--- src/hdl/bad_pkg.sv ---
// ---------------------------------------------------------------------------
// bad_pkg
// Shared constants and types of the bilinear ARGB downscaler.
// ---------------------------------------------------------------------------
package bad_pkg;
    localparam int MAX_WIDTH  = 256;
    localparam int MAX_HEIGHT = 256;
    localparam int XW = $clog2(MAX_WIDTH);
    localparam int YW = $clog2(MAX_HEIGHT);
    localparam int AW = XW + YW;
    localparam int DW = 9;
    localparam int PW = 24;

    localparam logic [2:0] REG_SRC_W = 3'd0;
    localparam logic [2:0] REG_SRC_H = 3'd1;
    localparam logic [2:0] REG_DST_W = 3'd2;
    localparam logic [2:0] REG_DST_H = 3'd3;
    localparam logic [2:0] REG_X_STEP = 3'd4;
    localparam logic [2:0] REG_Y_STEP = 3'd5;

    typedef struct packed {
        logic          we;
        logic [AW-1:0] addr;
        logic [31:0]   wdata;
        logic          re;
    } mem_req_t;
endpackage

--- src/hdl/bad_blend.sv ---
// ---------------------------------------------------------------------------
// bad_blend
// Accumulates weighted neighbor channels one neighbor per cycle in which acc is high.
// ---------------------------------------------------------------------------
module bad_blend
    import bad_pkg::*;
(
    input  logic        clk,
    input  logic        clr,
    input  logic        acc,
    input  logic [31:0] pix,
    input  logic [16:0] weight,
    output logic [31:0] result
);
    logic [24:0] sum_reg [4];

    always_ff @(posedge clk)
    begin
        for (int i = 0; i < 4; i++)
        begin
            if (clr)
            begin
                sum_reg[i] <= '0;
            end
            else if (acc)
            begin
                sum_reg[i] <= sum_reg[i] + 25'(pix[8*i +: 8] * weight);
            end
        end
    end

    always_comb
    begin
        for (int i = 0; i < 4; i++)
        begin
            result[8*i +: 8] = sum_reg[i][23:16];
        end
    end
endmodule
--- config.mk ---
export PLATFORM = sky130hd
export DESIGN_NAME = bad_blend
export DESIGN_NICKNAME = d
export VERILOG_FILES = /design/src/hdl/bad_pkg.sv /design/src/hdl/bad_blend.sv
export SDC_FILE = /design/constraint.sdc
export NUM_CORES = 1
export LEC_CHECK = 0
export ABC_AREA = 1
export CORE_ASPECT_RATIO = 1.2
export CORE_MARGIN = 2
export CORE_UTILIZATION = 65
export DETAILED_ROUTE_END_ITERATION = 10
export DONT_BUFFER_PORTS = 1
export PLACE_DENSITY_LB_ADDON = 0.25
export SLEW_MARGIN = 20
export SYNTH_ARGS = -nofsm -noshare
export SYNTH_HDL_FRONTEND = slang
export SYNTH_SLANG_ARGS = --single-unit
--- constraint.sdc ---
create_clock -name clk -period 13.9 [get_ports clk]
set_clock_uncertainty 0.2 [all_clocks]
set_input_delay 2.78 -clock clk [delete_from_list [all_inputs] [get_ports clk]]
set_output_delay 2.78 -clock clk [all_outputs]
set_load 0.02 [all_outputs]
[Word level (Yosys, flattened, before mapping)]
Memories as Yosys holds them, arrays and structs flattened.
Cells that the tools add are included.
Storage, ports and cells
  memories: 1
  latch bits: 0
  register bits after elaboration: 0
  memory bits (read-only): 0
  RAM bits: 100
Memories
  sum_reg: words 4, bits a word 25, rd ports 4, clocked after memory_dff 0, wr ports 4, line bad_blend.sv:15  | logic [24:0] sum_reg [4];
Operators by class
  magnitude comparators: 0
  div/mod/pow operators: 0
  shifts and indexed selects: 0
  equal/unequal tests: 0
  add/sub/neg operators: 4
  bitwise logic cells: 4
  multipliers: 4
  muxes and demuxes: 9
  reductions and logical operators: 0
Operators with widths (number)
  25-bit adder: 4
  8-bit by 17-bit multiplier with 25-bit output: 4
  25-bit 2-to-1 mux: 4
  1-bit 2-to-1 mux: 5
  1-bit bitwise OR: 4

[Logic depth before layout (Yosys ltp)]
  depth in word-level cells: 4
  mapped depth: 24
  gate-level depth less buffers: 22

[Worst setup path after synthesis]
No wires, ideal clock.
  path type: input to register
  from: input port pix[24]
  to: memory sum_reg[3][16], data pin
  path buffers: 2
  data required time: 13.445 ns
  data arrival time: 6.559 ns
  setup time: 0.255 ns
  path slack: 6.886 ns
  stages: 19
  cells stage by stage: clkbuf_1 -> clkbuf_1 -> nand2_1 -> fa_1 -> inv_1 -> fa_1 -> fa_1 -> inv_1 -> fa_1 -> inv_1 -> ha_1 -> nand2_2 -> inv_1 -> a21oi_1 -> inv_1 -> a21oi_1 -> nand3_1 -> nand2_1 -> nor2_1
RTL lines
  from (decl): line bad_blend.sv:11  | input logic [31:0] pix,
  to (decl): line bad_blend.sv:15

==> flow_summary.toml <==
[cts]
cts_tree = "done"
cts_setup_buffers = 0
cts_hold_buf = 0
ctsRootBufferMaster = "clkbuf_16"
cts_resized = 0
htree_num_levels = 3
clock-sinks = 96
cts_buffer_depth = 2
clkLatencyLatePin_ns = 0.40
numCtsBuffers = 9
clkTransAtPathRegs_ns = 0.07

[final_layout]
fin_cells = 3882
area_growth_pct = 0.776
final_util_pct = 66.0
design_area_mm2 = 0.0255
largest_register_ffs = 96
diodes = 0
fin_nets = 4015
drive_above_1_share_pct = 2.56

[place]
dp_cells = 3866
dpl-instance-area_mm2 = 0.0253
dp_hpwl_um = 46300
io_buffers = 0
gp_congestion = 0.936

[routing]
drt_iter0_markers = 1208
wire_per_inst_um = 15.4
wirelength_um = 59800
drcViolationCount = 0
drt-vias-per-instance = 5.10
ant_nets = 0
vias = 19800
firstDrtPassIters = 5

[yosys]
syn_area_mm2 = 0.0253
ys_types = 36
synth.ff_latch_count = 96
yosys.area.top_type = "fa_1"
synth_warnings = 0
syn_nets = 4159
syn_avg_cell_area_um2 = 7.25
yosysTopAreaCellShare_pct = 35.4
seq_area_frac_synth_pct = 11.4
synthTopCellsByArea = "fa_1, inv_1, nand2_1"
syn_inst = 3495

[floorplan]
initial_core_util_pct = 65.5
fp.coreArea_mm2 = 0.0386
rows = 79
die_h_um = 220
die_x_um = 184
dieArea_mm2 = 0.0406
num_io_pins = 84

[sta]
finalSetupTns_ns = 0
max_slew_margin_pct = 34.4
finalHoldViolCount = 0
drv_slew = 0
finalSetupViolCount = 0
fin_crit_sh_pct = 46.4
grt_setup_unrepaired = "no"
min_period_ns = 6.45
fmax_ghz = 0.155
worstMarginPinSlew_ns = 0.982

[critical_path]
critPathLaunchType = "input port"
cp-end-kind = "flip-flop"
cp_slowest_cell = "fa_1"
crit_path_max_incr_delay_ns = 0.55
path_delay_family = "adder cells"
path_max_fanout = 32
path_cells = "nand2_1, fa_1, inv_1, fa_1, fa_1, inv_1, fa_1, inv_1, ha_1, nand2_1, inv_1, a21oi_1, nand3_1, nand2_1, nand3_1, nand2_1, nor2_1"
required_ns = 13.85
path_buf_inv = 4
worstSetupPathType = "input port to flip-flop"
cp.arrival_ns = 6.40

[global_routing]
grt_pass1_wl_um = 102000
antenna_found_initial = 0
grt_pass1_vias = 21300
grt_max_degree = 62
grt_overflow = 0
grt_usage_pct = 31.8

[run]
cap_violations = 0

[worst_hold_path]
hold_path_class = "flip-flop to flip-flop"

[run_status]
status = "complete, no violations"
final timing paths:
kind                            slack [ns]           start             end  cells past startpoint
worst min-delay path                  0.47   sum_reg[1][0]   sum_reg[1][0]                      3
worst max register to register        9.32  sum_reg[0][16]  sum_reg[0][23]                     18
worst max-delay path                  7.45      weight[10]  sum_reg[1][20]                     17
worst min register to register        0.47   sum_reg[1][0]   sum_reg[1][0]                      3
logic make-up (layout without fill, tap and decap cells):
family | count (synthesis) | after routing | share of synthesized area [%]
adders and majority gates | 612 | 612 | 43.5
DFF | 96 | 96 | 11.4
AOI/OAI and AO/OA | 152 | 152 | 3.43
xor gates and xnor gates | 23 | 23 | 0.795
buffers and inverters | 1363 | 1224 | 20.8
and+or+nand+nor | 1249 | 1249 | 20.1
layout by cell type (no fill, tap or decap), drive strengths merged:
cell type	instances
inv	1207
nand2	974
fa	448
ha	164
nor2	148
a21oi	103
edfxtp	96
nand3	93
o21ai	21
o21bai	17
xor2	12
nand4	12
xnor2	11
o21a	9
clkbuf	9
and2	9
clkinv	6
nand3b	5
nor4	4
nor3	3
buf	2
or2	1
a211oi	1
a21boi	1
metrics by stage:
stage,hold WS [ns],setup WS (ns)
final,0.473,7.45
after detailed placement,0.461,7.11
after global placement,0.455,7.12
after global routing,0.494,7.22
after floorplan,0.443,6.89
after CTS,0.479,7.53
synth_stat cells:
cell type  instances
ha_1             164
nand3b_1           5
buf_4             34
o21bai_1          15
nand3_1           80
xnor2_1           11
nor3_1             3
or2_2              1
clkbuf_1         109
o21ai_0           19
buf_2              8
fa_1             448
o21ai_2            1
inv_2              8
buf_1              4
nand3_2           13
a21boi_0           1
nor4_1             4
and2_0             1
o21bai_4           2
a211oi_1           1
nor2_2            11
nor2_1           132
and2_2             1
buf_6              2
inv_1           1198
xor2_1            12
nand4_1           12
and2_1             7
o21ai_4            1
nand2_2           26
o21a_1             9
nand2_1          948
nor2_4             5
a21oi_1          103
edfxtp_1          96
worst register-to-register path, stage by stage (launching register included):
cell	delay (ns)
edfxtp_1	0.52
inv_1	0.12
fa_1	0.54
inv_1	0.06
fa_1	0.49
fa_1	0.56
inv_1	0.05
fa_1	0.48
inv_1	0.04
ha_1	0.38
nand2_1	0.14
inv_1	0.08
nand2_1	0.07
nor2_1	0.22
nand3_1	0.13
nand3_1	0.10
nand2_1	0.05
inv_1	0.06
nor2_1	0.06
area by class of cell:
class	count	area (um2)
Clock inverter	7	37.5
Tap cell	526	658
Clock buffer	9	225
Inverter	1206	4530
Timing Repair Buffer	2	15.0
Fill cell	3386	13100
Multi-Input combinational cell	2036	17200
Sequential cell	96	2880
metal layers:
metal	vias to the layer above	track usage, %	share of wire [%]
met1	9598	38.7	39
met3	133	4.94	6.8
met4	0	12.5	3.1
li1	9424	-	-
met2	639	57.0	51
met5	-	0	0
Power is not shown: default switching activity piles up to over one toggle a cycle in this logic, so the estimate is an artifact.
